==> config.mk <==
export PLATFORM = sky130hd
export DESIGN_NAME = token_bucket_rate_limiter_unit_flat
export DESIGN_NICKNAME = d
export VERILOG_FILES = /design/src/rtl/tbrl_pkg.sv /design/src/rtl/tbrl_in_if.sv /design/src/rtl/tbrl_out_if.sv /design/src/rtl/tbrl_div.sv /design/src/rtl/token_bucket_rate_limiter_unit.sv /design/src/flat_wrapper.sv
export SDC_FILE = /design/constraint.sdc
export NUM_CORES = 2
export LEC_CHECK = 0
export ABC_AREA = 0
export BUFFER_PORTS_ARGS = -buffer_cell sky130_fd_sc_hd__buf_2
export CELL_PAD_IN_SITES_DETAIL_PLACEMENT = 1
export CELL_PAD_IN_SITES_GLOBAL_PLACEMENT = 1
export CORE_ASPECT_RATIO = 1.1
export CORE_MARGIN = 2
export CORE_UTILIZATION = 30
export CTS_BUF_LIST = sky130_fd_sc_hd__clkbuf_2 sky130_fd_sc_hd__clkbuf_4 sky130_fd_sc_hd__clkbuf_8
export DETAILED_ROUTE_END_ITERATION = 7
export GPL_TIMING_DRIVEN = 0
export PLACE_DENSITY_LB_ADDON = 0.1
export SLEW_MARGIN = 10
export SYNTH_ARGS = -nofsm -noshare
export SYNTH_HDL_FRONTEND = slang
export SYNTH_SLANG_ARGS = --single-unit
==> constraint.sdc <==
create_clock -name clk_i -period 10.8 [get_ports clk_i]
set_input_delay 2.16 -clock clk_i [delete_from_list [all_inputs] [get_ports clk_i]]
set_output_delay 2.16 -clock clk_i [all_outputs]
set_load 0.02 [all_outputs]
==> src/rtl/tbrl_pkg.sv <==
// ============================================================================
// tbrl_pkg: shared definitions for the token bucket rate limiter
// Field widths, register indexes, reset values and divider handshake types.
// ============================================================================
package tbrl_pkg;

  // Bucket sizing: the count saturates at 2^(TOKEN_BITS-1)-1
  localparam int TOKEN_BITS = 32;
  localparam int BKT_W      = TOKEN_BITS - 1;

  // Field and register widths
  localparam int AMOUNT_W    = 31;
  localparam int INIT_W      = 31;
  localparam int LIMIT_W     = 31;
  localparam int REFILL_W    = 16;
  localparam int INTERVAL_W  = 32;
  localparam int MIN_RETRY_W = 32;
  localparam int RETRY_W     = 48;
  localparam int LEVEL_W     = 32;
  localparam int CFG_DATA_W  = 32;
  localparam int CFG_IDX_W   = 3;

  // Compare width wide enough for bucket, amount, limit and bucket plus refill
  localparam int CMP_W = ((BKT_W > AMOUNT_W) ? BKT_W : AMOUNT_W) + 1;

  // Retry product and serial divider geometry
  localparam int PROD_W         = AMOUNT_W + INTERVAL_W;
  localparam int DIV_W          = 64;
  localparam int DIVISOR_W      = REFILL_W;
  localparam int DIV_RADIX_BITS = 2;
  localparam int DIV_CYCLES     = DIV_W / DIV_RADIX_BITS;
  localparam int DIV_CNT_W      = $clog2(DIV_CYCLES);

  localparam logic [BKT_W-1:0]   TOKEN_MAX = '1;
  localparam logic [RETRY_W-1:0] RETRY_MAX = '1;

  // Register indexes
  localparam logic [CFG_IDX_W-1:0] CFG_INITIAL_LEVEL   = 3'd0;
  localparam logic [CFG_IDX_W-1:0] CFG_BUCKET_LIMIT    = 3'd1;
  localparam logic [CFG_IDX_W-1:0] CFG_REFILL_AMOUNT   = 3'd2;
  localparam logic [CFG_IDX_W-1:0] CFG_INTERVAL_TICKS  = 3'd3;
  localparam logic [CFG_IDX_W-1:0] CFG_MIN_RETRY_TICKS = 3'd4;

  // Register reset values
  localparam logic [LIMIT_W-1:0]     LIMIT_RST     = 31'd1024;
  localparam logic [REFILL_W-1:0]    REFILL_RST    = 16'd1;
  localparam logic [INTERVAL_W-1:0]  INTERVAL_RST  = 32'd1000;
  localparam logic [MIN_RETRY_W-1:0] MIN_RETRY_RST = 32'd0;

  // Item kinds
  localparam logic KIND_TICK    = 1'b0;
  localparam logic KIND_REQUEST = 1'b1;

  // Divider request and response
  typedef struct packed {
    logic                 start;
    logic [DIV_W-1:0]     dividend;
    logic [DIVISOR_W-1:0] divisor;
  } div_req_t;

  typedef struct packed {
    logic             done;
    logic [DIV_W-1:0] quotient;
  } div_rsp_t;

endpackage

==> src/rtl/tbrl_in_if.sv <==
// ============================================================================
// tbrl_in_if: input item channel
// Valid/ready channel carrying one tick or token request per transfer.
// ============================================================================
interface tbrl_in_if;
  logic                          valid;
  logic                          ready;
  logic                          kind;
  logic [tbrl_pkg::AMOUNT_W-1:0] amount;

  modport source (output valid, kind, amount, input ready);
  modport sink   (input valid, kind, amount, output ready);
endinterface

==> src/rtl/tbrl_out_if.sv <==
// ============================================================================
// tbrl_out_if: result channel
// Valid/ready channel carrying one grant decision per transfer.
// ============================================================================
interface tbrl_out_if;
  logic                                valid;
  logic                                ready;
  logic                                granted;
  logic [tbrl_pkg::RETRY_W-1:0]        retry_after;
  logic signed [tbrl_pkg::LEVEL_W-1:0] level;

  modport source (output valid, granted, retry_after, level, input ready);
  modport sink   (input valid, granted, retry_after, level, output ready);
endinterface

==> src/rtl/tbrl_div.sv <==
// ============================================================================
// tbrl_div: serial unsigned divider
// Restoring division, two quotient bits per cycle, quotient shifted into the
// dividend register. A done pulse follows the last step.
// ============================================================================
module tbrl_div (
  input  logic               clk_i,
  input  logic               rst_ni,
  input  tbrl_pkg::div_req_t req_i,
  output tbrl_pkg::div_rsp_t rsp_o
);

  localparam logic [tbrl_pkg::DIV_CNT_W-1:0] DIV_LAST =
    tbrl_pkg::DIV_CNT_W'(tbrl_pkg::DIV_CYCLES - 1);

  logic                               busy_q, busy_d;
  logic                               done_q, done_d;
  logic [tbrl_pkg::DIV_CNT_W-1:0]     cnt_q, cnt_d;
  logic [tbrl_pkg::DIVISOR_W-1:0]     rem_q, rem_d;
  logic [tbrl_pkg::DIVISOR_W-1:0]     dvs_q, dvs_d;
  logic [tbrl_pkg::DIV_W-1:0]         dvd_q, dvd_d;
  logic [tbrl_pkg::DIVISOR_W-1:0]     rem_step;
  logic [tbrl_pkg::DIV_W-1:0]         dvd_step;

  // Run the restoring steps of one cycle
  always_comb begin
    logic [tbrl_pkg::DIVISOR_W:0] trial;
    logic                         qbit;
    rem_step = rem_q;
    dvd_step = dvd_q;
    for (int i = 0; i < tbrl_pkg::DIV_RADIX_BITS; i++) begin
      trial = {rem_step, dvd_step[tbrl_pkg::DIV_W-1]};
      if (trial >= {1'b0, dvs_q}) begin
        trial = trial - {1'b0, dvs_q};
        qbit  = 1'b1;
      end else begin
        qbit  = 1'b0;
      end
      rem_step = trial[tbrl_pkg::DIVISOR_W-1:0];
      dvd_step = {dvd_step[tbrl_pkg::DIV_W-2:0], qbit};
    end
  end

  // Sequence load, steps and done pulse
  always_comb begin
    busy_d = busy_q;
    done_d = 1'b0;
    cnt_d  = cnt_q;
    rem_d  = rem_q;
    dvs_d  = dvs_q;
    dvd_d  = dvd_q;
    if (req_i.start) begin
      busy_d = 1'b1;
      cnt_d  = '0;
      rem_d  = '0;
      dvs_d  = req_i.divisor;
      dvd_d  = req_i.dividend;
    end else if (busy_q) begin
      rem_d = rem_step;
      dvd_d = dvd_step;
      cnt_d = cnt_q + 1'b1;
      if (cnt_q == DIV_LAST) begin
        busy_d = 1'b0;
        done_d = 1'b1;
      end
    end
  end

  always_ff @(posedge clk_i or negedge rst_ni) begin
    if (!rst_ni) begin
      busy_q <= 1'b0;
      done_q <= 1'b0;
      cnt_q  <= '0;
    end else begin
      busy_q <= busy_d;
      done_q <= done_d;
      cnt_q  <= cnt_d;
    end
  end

  // Hold operands and partial results
  always_ff @(posedge clk_i) begin
    rem_q <= rem_d;
    dvs_q <= dvs_d;
    dvd_q <= dvd_d;
  end

  assign rsp_o.done     = done_q;
  assign rsp_o.quotient = dvd_q;

  a_start_when_free: assert property (@(posedge clk_i) disable iff (!rst_ni)
    req_i.start |-> !busy_q)
    else $error("divider started while busy");

  a_done_after_last: assert property (@(posedge clk_i) disable iff (!rst_ni)
    (busy_q && !req_i.start && cnt_q == DIV_LAST) |=> (done_q && !busy_q))
    else $error("divider missed its done pulse");

  a_done_from_busy: assert property (@(posedge clk_i) disable iff (!rst_ni)
    done_q |-> $past(busy_q))
    else $error("divider done without a running division");

endmodule

==> src/rtl/token_bucket_rate_limiter_unit.sv <==
// ============================================================================
// token_bucket_rate_limiter_unit: token bucket with retry delay reporting
// Ticks refill the bucket once per interval; requests are granted or denied.
// ============================================================================
// Ticks and granted requests: result valid in the cycle after the input transfer,
//   one item per cycle while the result side keeps up.
// Denied requests: a multiply state, a divider load, the steps of the
//   2-bit-per-cycle serial divider, its done pulse and the result register;
//   the result follows the multiply state when the refill amount is zero. Input not ready.
// Reset: bucket and elapsed counter cleared, registers at their reset values.
module token_bucket_rate_limiter_unit (
  input  logic                             clk_i,
  input  logic                             rst_ni,
  input  logic                             cfg_we_i,
  input  logic [tbrl_pkg::CFG_IDX_W-1:0]   cfg_idx_i,
  input  logic [tbrl_pkg::CFG_DATA_W-1:0]  cfg_wdata_i,
  tbrl_in_if.sink                          in_i,
  tbrl_out_if.source                       out_o
);

  typedef enum logic [1:0] {
    ST_IDLE,
    ST_MUL,
    ST_DIV
  } state_e;

  localparam int CMP_W = tbrl_pkg::CMP_W;
  localparam int BKT_W = tbrl_pkg::BKT_W;

  state_e                                state_q, state_d;
  logic [BKT_W-1:0]                      bucket_q, bucket_d;
  logic [tbrl_pkg::INTERVAL_W-1:0]       elapsed_q, elapsed_d;
  logic [tbrl_pkg::LIMIT_W-1:0]          limit_q, limit_d;
  logic [tbrl_pkg::REFILL_W-1:0]         refill_q, refill_d;
  logic [tbrl_pkg::INTERVAL_W-1:0]       interval_q, interval_d;
  logic [tbrl_pkg::MIN_RETRY_W-1:0]      min_retry_q, min_retry_d;
  logic [tbrl_pkg::AMOUNT_W-1:0]         short_q, short_d;
  logic [tbrl_pkg::PROD_W-1:0]           prod_q, prod_d;
  logic                                  div_start_q, div_start_d;
  logic                                  out_valid_q, out_valid_d;
  logic                                  granted_q, granted_d;
  logic [tbrl_pkg::RETRY_W-1:0]          retry_q, retry_d;
  logic signed [tbrl_pkg::LEVEL_W-1:0]   level_q, level_d;
  logic                                  in_ready;
  logic [tbrl_pkg::INTERVAL_W-1:0]       elapsed_inc;
  tbrl_pkg::div_req_t                    div_req;
  tbrl_pkg::div_rsp_t                    div_rsp;

  // Add one interval of tokens, capped at the limit and bucket ceiling; a bucket over the limit is kept
  function automatic logic [BKT_W-1:0] refill_level(
    input logic [BKT_W-1:0]              b,
    input logic [tbrl_pkg::LIMIT_W-1:0]  lim,
    input logic [tbrl_pkg::REFILL_W-1:0] add
  );
    logic [CMP_W-1:0] sum;
    logic [CMP_W-1:0] cap;
    sum = CMP_W'(b) + CMP_W'(add);
    cap = CMP_W'(lim);
    if (cap > CMP_W'(tbrl_pkg::TOKEN_MAX)) begin
      cap = CMP_W'(tbrl_pkg::TOKEN_MAX);
    end
    if (CMP_W'(b) > CMP_W'(lim)) begin
      return b;
    end
    if (sum > cap) begin
      sum = cap;
    end
    return BKT_W'(sum);
  endfunction

  function automatic logic signed [tbrl_pkg::LEVEL_W-1:0] level_of(
    input logic [BKT_W-1:0] b
  );
    return $signed(tbrl_pkg::LEVEL_W'(b));
  endfunction

  assign in_ready    = (state_q == ST_IDLE) && (!out_valid_q || out_o.ready);
  assign elapsed_inc = elapsed_q + 1'b1;

  // Next-state and datapath control
  always_comb begin
    state_d     = state_q;
    bucket_d    = bucket_q;
    elapsed_d   = elapsed_q;
    limit_d     = limit_q;
    refill_d    = refill_q;
    interval_d  = interval_q;
    min_retry_d = min_retry_q;
    short_d     = short_q;
    prod_d      = prod_q;
    div_start_d = 1'b0;
    out_valid_d = out_valid_q;
    granted_d   = granted_q;
    retry_d     = retry_q;
    level_d     = level_q;

    // Drop the held result once it transfers
    if (out_valid_q && out_o.ready) begin
      out_valid_d = 1'b0;
    end

    // Register writes
    if (cfg_we_i) begin
      case (cfg_idx_i)
        tbrl_pkg::CFG_INITIAL_LEVEL: begin
          if (CMP_W'(cfg_wdata_i[tbrl_pkg::INIT_W-1:0]) >
              CMP_W'(tbrl_pkg::TOKEN_MAX)) begin
            bucket_d = tbrl_pkg::TOKEN_MAX;
          end else begin
            bucket_d = BKT_W'(cfg_wdata_i[tbrl_pkg::INIT_W-1:0]);
          end
        end
        tbrl_pkg::CFG_BUCKET_LIMIT:    limit_d     = cfg_wdata_i[tbrl_pkg::LIMIT_W-1:0];
        tbrl_pkg::CFG_REFILL_AMOUNT:   refill_d    = cfg_wdata_i[tbrl_pkg::REFILL_W-1:0];
        tbrl_pkg::CFG_INTERVAL_TICKS:  interval_d  = cfg_wdata_i[tbrl_pkg::INTERVAL_W-1:0];
        tbrl_pkg::CFG_MIN_RETRY_TICKS: min_retry_d = cfg_wdata_i[tbrl_pkg::MIN_RETRY_W-1:0];
        default: ;
      endcase
    end

    case (state_q)
      ST_IDLE: begin
        if (in_i.valid && in_ready) begin
          if (in_i.kind == tbrl_pkg::KIND_TICK) begin
            // Advance elapsed and refill at the end of the interval
            logic [BKT_W-1:0] nb;
            nb = bucket_q;
            if (elapsed_inc >= interval_q || elapsed_inc == '0) begin
              elapsed_d = '0;
              nb        = refill_level(bucket_q, limit_q, refill_q);
            end else begin
              elapsed_d = elapsed_inc;
            end
            bucket_d    = nb;
            out_valid_d = 1'b1;
            granted_d   = 1'b0;
            retry_d     = '0;
            level_d     = level_of(nb);
          end else if (CMP_W'(in_i.amount) <= CMP_W'(bucket_q)) begin
            // Grant and remove the tokens
            logic [BKT_W-1:0] nb;
            nb          = BKT_W'(CMP_W'(bucket_q) - CMP_W'(in_i.amount));
            bucket_d    = nb;
            out_valid_d = 1'b1;
            granted_d   = 1'b1;
            retry_d     = '0;
            level_d     = level_of(nb);
          end else begin
            // Deny: keep the shortfall for the retry delay
            short_d = tbrl_pkg::AMOUNT_W'(CMP_W'(in_i.amount) - CMP_W'(bucket_q));
            state_d = ST_MUL;
          end
        end
      end
      ST_MUL: begin
        prod_d = tbrl_pkg::PROD_W'(short_q) * tbrl_pkg::PROD_W'(interval_q);
        if (refill_q == '0) begin
          out_valid_d = 1'b1;
          granted_d   = 1'b0;
          retry_d     = tbrl_pkg::RETRY_MAX;
          level_d     = level_of(bucket_q);
          state_d     = ST_IDLE;
        end else begin
          div_start_d = 1'b1;
          state_d     = ST_DIV;
        end
      end
      ST_DIV: begin
        if (div_rsp.done) begin
          // Saturate the quotient and raise it to the minimum delay
          if (|div_rsp.quotient[tbrl_pkg::DIV_W-1:tbrl_pkg::RETRY_W]) begin
            retry_d = tbrl_pkg::RETRY_MAX;
          end else if (div_rsp.quotient[tbrl_pkg::RETRY_W-1:0] <
                       tbrl_pkg::RETRY_W'(min_retry_q)) begin
            retry_d = tbrl_pkg::RETRY_W'(min_retry_q);
          end else begin
            retry_d = div_rsp.quotient[tbrl_pkg::RETRY_W-1:0];
          end
          out_valid_d = 1'b1;
          granted_d   = 1'b0;
          level_d     = level_of(bucket_q);
          state_d     = ST_IDLE;
        end
      end
      default: state_d = ST_IDLE;
    endcase
  end

  // State, bucket, registers and result
  always_ff @(posedge clk_i or negedge rst_ni) begin
    if (!rst_ni) begin
      state_q     <= ST_IDLE;
      bucket_q    <= '0;
      elapsed_q   <= '0;
      limit_q     <= tbrl_pkg::LIMIT_RST;
      refill_q    <= tbrl_pkg::REFILL_RST;
      interval_q  <= tbrl_pkg::INTERVAL_RST;
      min_retry_q <= tbrl_pkg::MIN_RETRY_RST;
      div_start_q <= 1'b0;
      out_valid_q <= 1'b0;
      granted_q   <= 1'b0;
      retry_q     <= '0;
      level_q     <= '0;
    end else begin
      state_q     <= state_d;
      bucket_q    <= bucket_d;
      elapsed_q   <= elapsed_d;
      limit_q     <= limit_d;
      refill_q    <= refill_d;
      interval_q  <= interval_d;
      min_retry_q <= min_retry_d;
      div_start_q <= div_start_d;
      out_valid_q <= out_valid_d;
      granted_q   <= granted_d;
      retry_q     <= retry_d;
      level_q     <= level_d;
    end
  end

  // Hold the retry operands
  always_ff @(posedge clk_i) begin
    short_q <= short_d;
    prod_q  <= prod_d;
  end

  assign div_req.start    = div_start_q;
  assign div_req.dividend = tbrl_pkg::DIV_W'(prod_q);
  assign div_req.divisor  = refill_q;

  tbrl_div u_div (
    .clk_i  (clk_i),
    .rst_ni (rst_ni),
    .req_i  (div_req),
    .rsp_o  (div_rsp)
  );

  assign in_i.ready        = in_ready;
  assign out_o.valid       = out_valid_q;
  assign out_o.granted     = granted_q;
  assign out_o.retry_after = retry_q;
  assign out_o.level       = level_q;

  a_done_in_div: assert property (@(posedge clk_i) disable iff (!rst_ni)
    div_rsp.done |-> (state_q == ST_DIV))
    else $error("divider finished outside the divide phase");

  a_out_free_at_done: assert property (@(posedge clk_i) disable iff (!rst_ni)
    div_rsp.done |-> !out_valid_q)
    else $error("result register busy when the retry delay is ready");

  a_bucket_held_deny: assert property (@(posedge clk_i) disable iff (!rst_ni)
    (state_q == ST_DIV && !cfg_we_i) |=> $stable(bucket_q))
    else $error("bucket changed while a denied request is pending");

  a_grant_no_retry: assert property (@(posedge clk_i) disable iff (!rst_ni)
    (out_valid_q && granted_q) |-> (retry_q == '0))
    else $error("granted result carries a retry delay");

endmodule

==> src/flat_wrapper.sv <==
// flat-port wrapper written by rule: the top's interface ports become plain ports
module token_bucket_rate_limiter_unit_flat 
  (clk_i, rst_ni, cfg_we_i, cfg_idx_i, cfg_wdata_i, in_i_valid, in_i_kind, in_i_amount, in_i_ready, out_o_valid, out_o_granted, out_o_retry_after, out_o_level, out_o_ready);
  tbrl_in_if in_i_i ();
  tbrl_out_if out_o_i ();
  input  logic clk_i;
  input  logic rst_ni;
  input  logic cfg_we_i;
  input  logic [tbrl_pkg::CFG_IDX_W-1:0] cfg_idx_i;
  input  logic [tbrl_pkg::CFG_DATA_W-1:0] cfg_wdata_i;
  input wire logic [$bits(in_i_i.valid)-1:0] in_i_valid;
  input wire logic [$bits(in_i_i.kind)-1:0] in_i_kind;
  input wire logic [$bits(in_i_i.amount)-1:0] in_i_amount;
  output wire logic [$bits(in_i_i.ready)-1:0] in_i_ready;
  output wire logic [$bits(out_o_i.valid)-1:0] out_o_valid;
  output wire logic [$bits(out_o_i.granted)-1:0] out_o_granted;
  output wire logic [$bits(out_o_i.retry_after)-1:0] out_o_retry_after;
  output wire logic [$bits(out_o_i.level)-1:0] out_o_level;
  input wire logic [$bits(out_o_i.ready)-1:0] out_o_ready;
  assign in_i_i.valid = in_i_valid;
  assign in_i_i.kind = in_i_kind;
  assign in_i_i.amount = in_i_amount;
  assign in_i_ready = in_i_i.ready;
  assign out_o_valid = out_o_i.valid;
  assign out_o_granted = out_o_i.granted;
  assign out_o_retry_after = out_o_i.retry_after;
  assign out_o_level = out_o_i.level;
  assign out_o_i.ready = out_o_ready;
  token_bucket_rate_limiter_unit u_core (.clk_i(clk_i), .rst_ni(rst_ni), .cfg_we_i(cfg_we_i), .cfg_idx_i(cfg_idx_i), .cfg_wdata_i(cfg_wdata_i), .in_i(in_i_i), .out_o(out_o_i));
endmodule
; After elaboration in Yosys (flattened, before gate mapping)
; Index checks and enable logic that the tools add are counted.
[word_totals]
ff_bits = 456
in_bits = 72
out_inout_bits = 83
wordCells = 137
[classes]
addsub = 7
mul = 1
n_lt_le_gt_ge = 7
eq_ne = 13
muxes = 65
bitwise = 2
n_reduce_logical = 21
[ops]
columns = operator, count
row1 = 48-bit two-way mux, 7
row2 = 31-bit two-way mux, 10
row3 = 32-bit two-way mux, 6
row4 = 48-bit case mux with 3 select lines, 1
row5 = 63-bit two-way mux, 2
row6 = 32-bit case mux with 3 select lines, 1
row7 = 31-bit by 32-bit multiplier with 63-bit output, 1
row8 = 31-bit subtractor, 2
row9 = 48-bit by 32-bit less-than comparator with 1-bit output, 1
row10 = 17-bit by 16-bit greater-or-equal comparator with 1-bit output, 2
row11 = 31-bit by 16-bit adder with 32-bit output, 1
row12 = "32-bit by 1-bit adder with 32-bit output, second input constant", 1
row13 = 32-bit greater-or-equal comparator, 1
row14 = 32-bit by 31-bit greater-than comparator with 1-bit output, 1
row15 = 32-bit zero test, 1
row16 = 16-bit two-way mux, 2
row17 = 16-bit subtractor, 2
row18 = 31-bit greater-than comparator, 1
row19 = 31-bit less-or-equal comparator, 1
row20 = 1-bit two-way mux, 26
row21 = 16-bit zero test, 1
row22 = 16-bit OR reduction, 1
row23 = 2-bit two-way mux, 5
row24 = 5-bit two-way mux, 2
row25 = other kinds (24), 37

; Longest topological paths before layout
[logic_depth]
ltp_word = 12
mapped_depth = 31
depth_no_buf = 29

; By module
; From an unflattened synthesis, not the netlist that was laid out.
[unflattened]
cells_unflattened = 6548
hier_area_um2 = 61286.3
[modules_own_cells]
columns = module, instances, cells_per_inst, area_each_um2, seq_area_each_um2
row1 = token_bucket_rate_limiter_unit, 1, 6039, 55162.9, 9288.9
row2 = tbrl_div, 1, 509, 6123.4, 2897.8

; Least setup slack after synthesis
; OpenSTA, ideal clock, no wires.
[synth_timing]
path_type = register -> register
start = register u_core.interval_q[9] in the netlist's numbering
end = register u_core.prod_q[55] in the netlist's numbering, data pin
setup_ns = 0.263
t_arrival_ns = 7.425
required_time_ns = 10.537
slack_ns = 3.111
path_stages_with_launch = 29
path_buffers = 2
period_less_slack_ns = 7.689
path_cell_list = dfstp_2 > clkbuf_1 > nand2_1 > fa_1 > inv_1 > fa_1 > fa_1 > inv_1 > fa_1 > inv_1 > fa_1 > inv_1 > fa_1 > inv_1 > fa_1 > fa_1 > ha_1 > clkbuf_1 > and4_1 > and3_1 > a311oi_1 > a21oi_1 > o211ai_1 > a31oi_1 > a41oi_1 > o211ai_1 > a221o_1 > a21oi_1 > xnor2_1
[synth_via]
elab_chain_len = 1
[synth_lines]
columns = element, line_no
row1 = start: declaration, token_bucket_rate_limiter_unit.sv:35  ; logic [tbrl_pkg::INTERVAL_W-1:0] interval_q, interval_d;
row2 = start signal: assignment, token_bucket_rate_limiter_unit.sv:197  ; interval_q <= tbrl_pkg::INTERVAL_RST;
row3 = start signal: assignment, token_bucket_rate_limiter_unit.sv:210  ; interval_q <= interval_d;
row4 = 31-bit by 32-bit multiplier with 63-bit output, token_bucket_rate_limiter_unit.sv:156  ; prod_d = tbrl_pkg::PROD_W'(short_q) * tbrl_pkg::PROD_W'(interval_q);
row5 = end signal: assignment, token_bucket_rate_limiter_unit.sv:223  ; prod_q <= prod_d;
row6 = end: declaration, token_bucket_rate_limiter_unit.sv:38  ; logic [tbrl_pkg::PROD_W-1:0] prod_q, prod_d;
; Every way passes these cells.
; A chain may end at the register's enable or synchronous reset.

; Worst setup path in the final report
[layout_timing]
start = register u_core.interval_q[18] in the netlist's numbering
end = register u_core.prod_q[62] in the netlist's numbering, data pin
; Same word-level chain as after synthesis.

==> out/metrics.csv <==
metric,value,unit
viasPerCell,5.15,
cts.sinks,455,
die-area,0.207,mm2
routedWlPerCell,29.1,um
route.detailed.drc,0,
critPathCaptureType,flop,
ys_seq_area_share,19.9,%
tightest_slew,1480,ps
nNetsFinal,8289,
ys_ff_latch,455,
tritoncts,built,
syn_inst,6591,
crit_path_frequent_cell,fa_1,
synthSimpleGateAreaFrac,15.3,%
gp_congestion,0.947,
dr.pass1.iters,5,
gr-usage-all-layers,27.4,%
clock.fmax,93.9,MHz
grt_max_degree,93,
grt_use_met1,36.3,%
initial_utilization,30.2,%
slew_headroom,1.44,%
worstPathMaxFanout,10,
ff_latch_area,0.0122,mm2
cp-start-kind,flop,
antenna_left,0,
syn_nets,8031,
core,0.202,mm2
clkLatencyLatePin,840,ps
muxShareOfSynthArea,3.75,%
slew_violations,0,
die_width,434,um
synth_area,0.0610,mm2
synth-xor-area-share,2.86,%
gr-total-overflow,0,
nFillCells,23500,
io_pins,155,
critical_path_required,11360,ps
multiInputGateArea,0.0436,mm2
synth_top_family_by_area,adder cells,
cts_max_level,3,
place_ws,-233,ps
crit_type,reg -> reg,
fin_hold_ws,485,ps
max-clock-path-buffers,3,
grt_setup_unrepaired,no,
vias,49700,
synthArstFlopShare,58.2,%
max_stage_delay,1120,ps
ys.flop_type,dfrtp_1,
fp-row-count,173,
grt_pass1_vias,54000,
outcome,"complete, no violations",
fin_crit_sh,98.6,%
cts_made_buffers,92,
yosys_warnings,0,
worstHoldPathType,reg -> reg,
maxCapViolations,0,
hpwl,233000,um
portBuffers,153,
setup_ws,152,ps
die_h,477,um
min_period,10650,ps
top_usage_layer,met2,
antenna_found_initial,40,
areaGrowthSynthToFinish,10.8,%
drive_gt1_share,8.08,%
hold_viol_final,0,
skew,56.7,ps
synth-compound-area-share,10.7,%
crit_arrival,11210,ps
hold_buffers,0,
drt_iter0_drc,3478,
yosys.area_share.adder,38.8,%
globalRouteMet3Util,3.76,%
crit_chain,clkbuf_1 -> nand2_1 -> fa_1 -> fa_1 -> fa_1 -> fa_1 -> inv_1 -> fa_1 -> fa_1 -> fa_1 -> fa_1 -> ha_1 -> clkbuf_1 -> nand4_1 -> nor4_2 -> a2111oi_2 -> buf_2 -> a211oi_2 -> o31ai_1 -> o31ai_1 -> a221o_1 -> a21oi_1 -> xnor2_1,
cts_root_buffer,clkbuf_8,
critPathSlowestCell,clkbuf_1,
routed_wl,281000,um
synth_area_per_cell,9.26,um2
setup_viol_count_final,0,
synth.distinct_cells,88,
clk_pin_slew_worst_paths,60,ps
grt_pass1_wl,403000,um
synth_edf_count,173,
use_met2,44.9,%
## synth_stat cells (131+ instances only)
cell type,count,share of area (%)
a21oi_1,249,2.0
and2_1,533,5.5
clkbuf_1,344,2.1
dfrtp_1,257,11
edfxtp_1,173,8.5
fa_1,871,29
ha_1,497,10
inv_1,1023,6.3
mux2_2,141,2.6
nand2_1,829,5.1
nor2_1,218,1.3
o21ai_0,294,2.4
xnor2_1,131,1.9
## through the flow
stage | setup TNS, ps | instances | cell area (um2) | util (%)
floorplan | 0 | 6591 | 61000 | -
finish | 0 | 9647 | 67600 | 33.4
detailed placement | -378 | 9465 | 65400 | 32.4
global route | 0 | 9640 | 67600 | 33.4
CTS | 0 | 9637 | 67500 | 33.4
global placement | -6380 | 9456 | 65200 | 32.2
## sequential cells by signal, summed over array words and instances (netlist names)
name                      flops
u_core.bucket_q              31
u_core.div_start_q            1
u_core.elapsed_q             32
u_core.interval_q            32
u_core.limit_q               31
u_core.min_retry_q           32
u_core.out_o.granted          1
u_core.out_o.level           31
u_core.out_o.retry_after     48
u_core.out_o.valid            1
u_core.prod_q                63
u_core.refill_q              16
u_core.short_q               31
u_core.state_q                2
u_core.u_div.busy_q           1
u_core.u_div.cnt_q            5
u_core.u_div.done_q           1
u_core.u_div.dvd_q           64
u_core.u_div.dvs_q           16
u_core.u_div.rem_q           16
## final cells by class
cell class	instances	area share [%]
multi-input combinational	4735	64.5
sequential	455	18.0
inverter	1024	5.69
tap	2712	5.02
clock buffer	132	2.44
buffer	377	2.25
timing repair buffer	164	1.47
clock inverter	40	0.590
antenna	8	0.0296
## worst paths after layout
kind                                               from                           end  slack (ps)  depth (start not counted)
hold / removal             u_core.out_o.retry_after[38]  u_core.out_o.retry_after[38]         480                          2
setup / recovery                  u_core.interval_q[18]             u_core.prod_q[62]         150                         23
min in group asynchronous                        rst_ni            u_core.limit_q[28]        1170                          1
max in group asynchronous                        rst_ni          u_core.interval_q[7]        8320                          3
hold reg to reg            u_core.out_o.retry_after[38]  u_core.out_o.retry_after[38]         480                          2
setup reg to reg                  u_core.interval_q[18]             u_core.prod_q[62]         150                         23
## logic make-up after synthesis
group,count (synthesis)
other,1
adders and majority gates,1368
and+or+nand+nor,1926
DFF,455
xor gates and xnor gates,199
AOI/OAI and AO/OA,1030
muxes,211
buffers and inverters,1401
## metal layers
layer  routed length [um]  vias up
li1                     -    21800
met1               121000    26100
met2               132000     1416
met3                15400      390
met4                12200        6
met5                   45        -
## what timing repair did
item	in CTS	in global routing
pin swaps	0	1
setup endpoints to repair	3	10
buffers inserted	0	1
endpoints found under the hold margin	0	0
gates resized for setup	4	36
## worst max-delay path, delay by kind of cell, from the launching register on
kind	cells	cell delay [ps]
adder cells (fa/ha/maj)	9	4280
AND/OR/NAND/NOR	3	1390
flip-flops	1	670
buffers and inverters	4	1850
AO/OA/AOI/OAI	6	1990
XOR/XNOR	1	150
## cell usage in the layout (no fill, tap or decap), types with 19 or more instances in the layout
cell,Yosys,layout
nor3_1,57,56
nor2b_1,27,27
nand2b_1,22,22
dfrtp_1,257,257
a21oi_1,249,248
edfxtp_1,173,173
clkbuf_1,344,318
nand3_1,81,81
mux2_2,141,141
fa_1,871,871
o21a_1,37,37
a21o_1,112,112
buf_2,17,170
o21ai_0,294,293
o22ai_1,44,44
nand4_1,54,54
nor4_1,29,28
o21bai_1,19,19
xnor2_1,131,131
a211oi_1,36,35
mux2i_1,70,70
clkbuf_8,0,105
nor2_1,218,218
xor2_1,68,68
o211ai_1,28,28
a22o_1,34,34
inv_1,1023,1022
a31oi_1,27,26
nand2_1,829,829
clkbuf_4,0,27
and2_1,533,533
and3_1,24,24
o31ai_1,26,25
clkbuf_2,0,24
ha_1,497,496
Power is not shown: default switching activity piles up to over one toggle a cycle in this logic, so the estimate is an artifact.
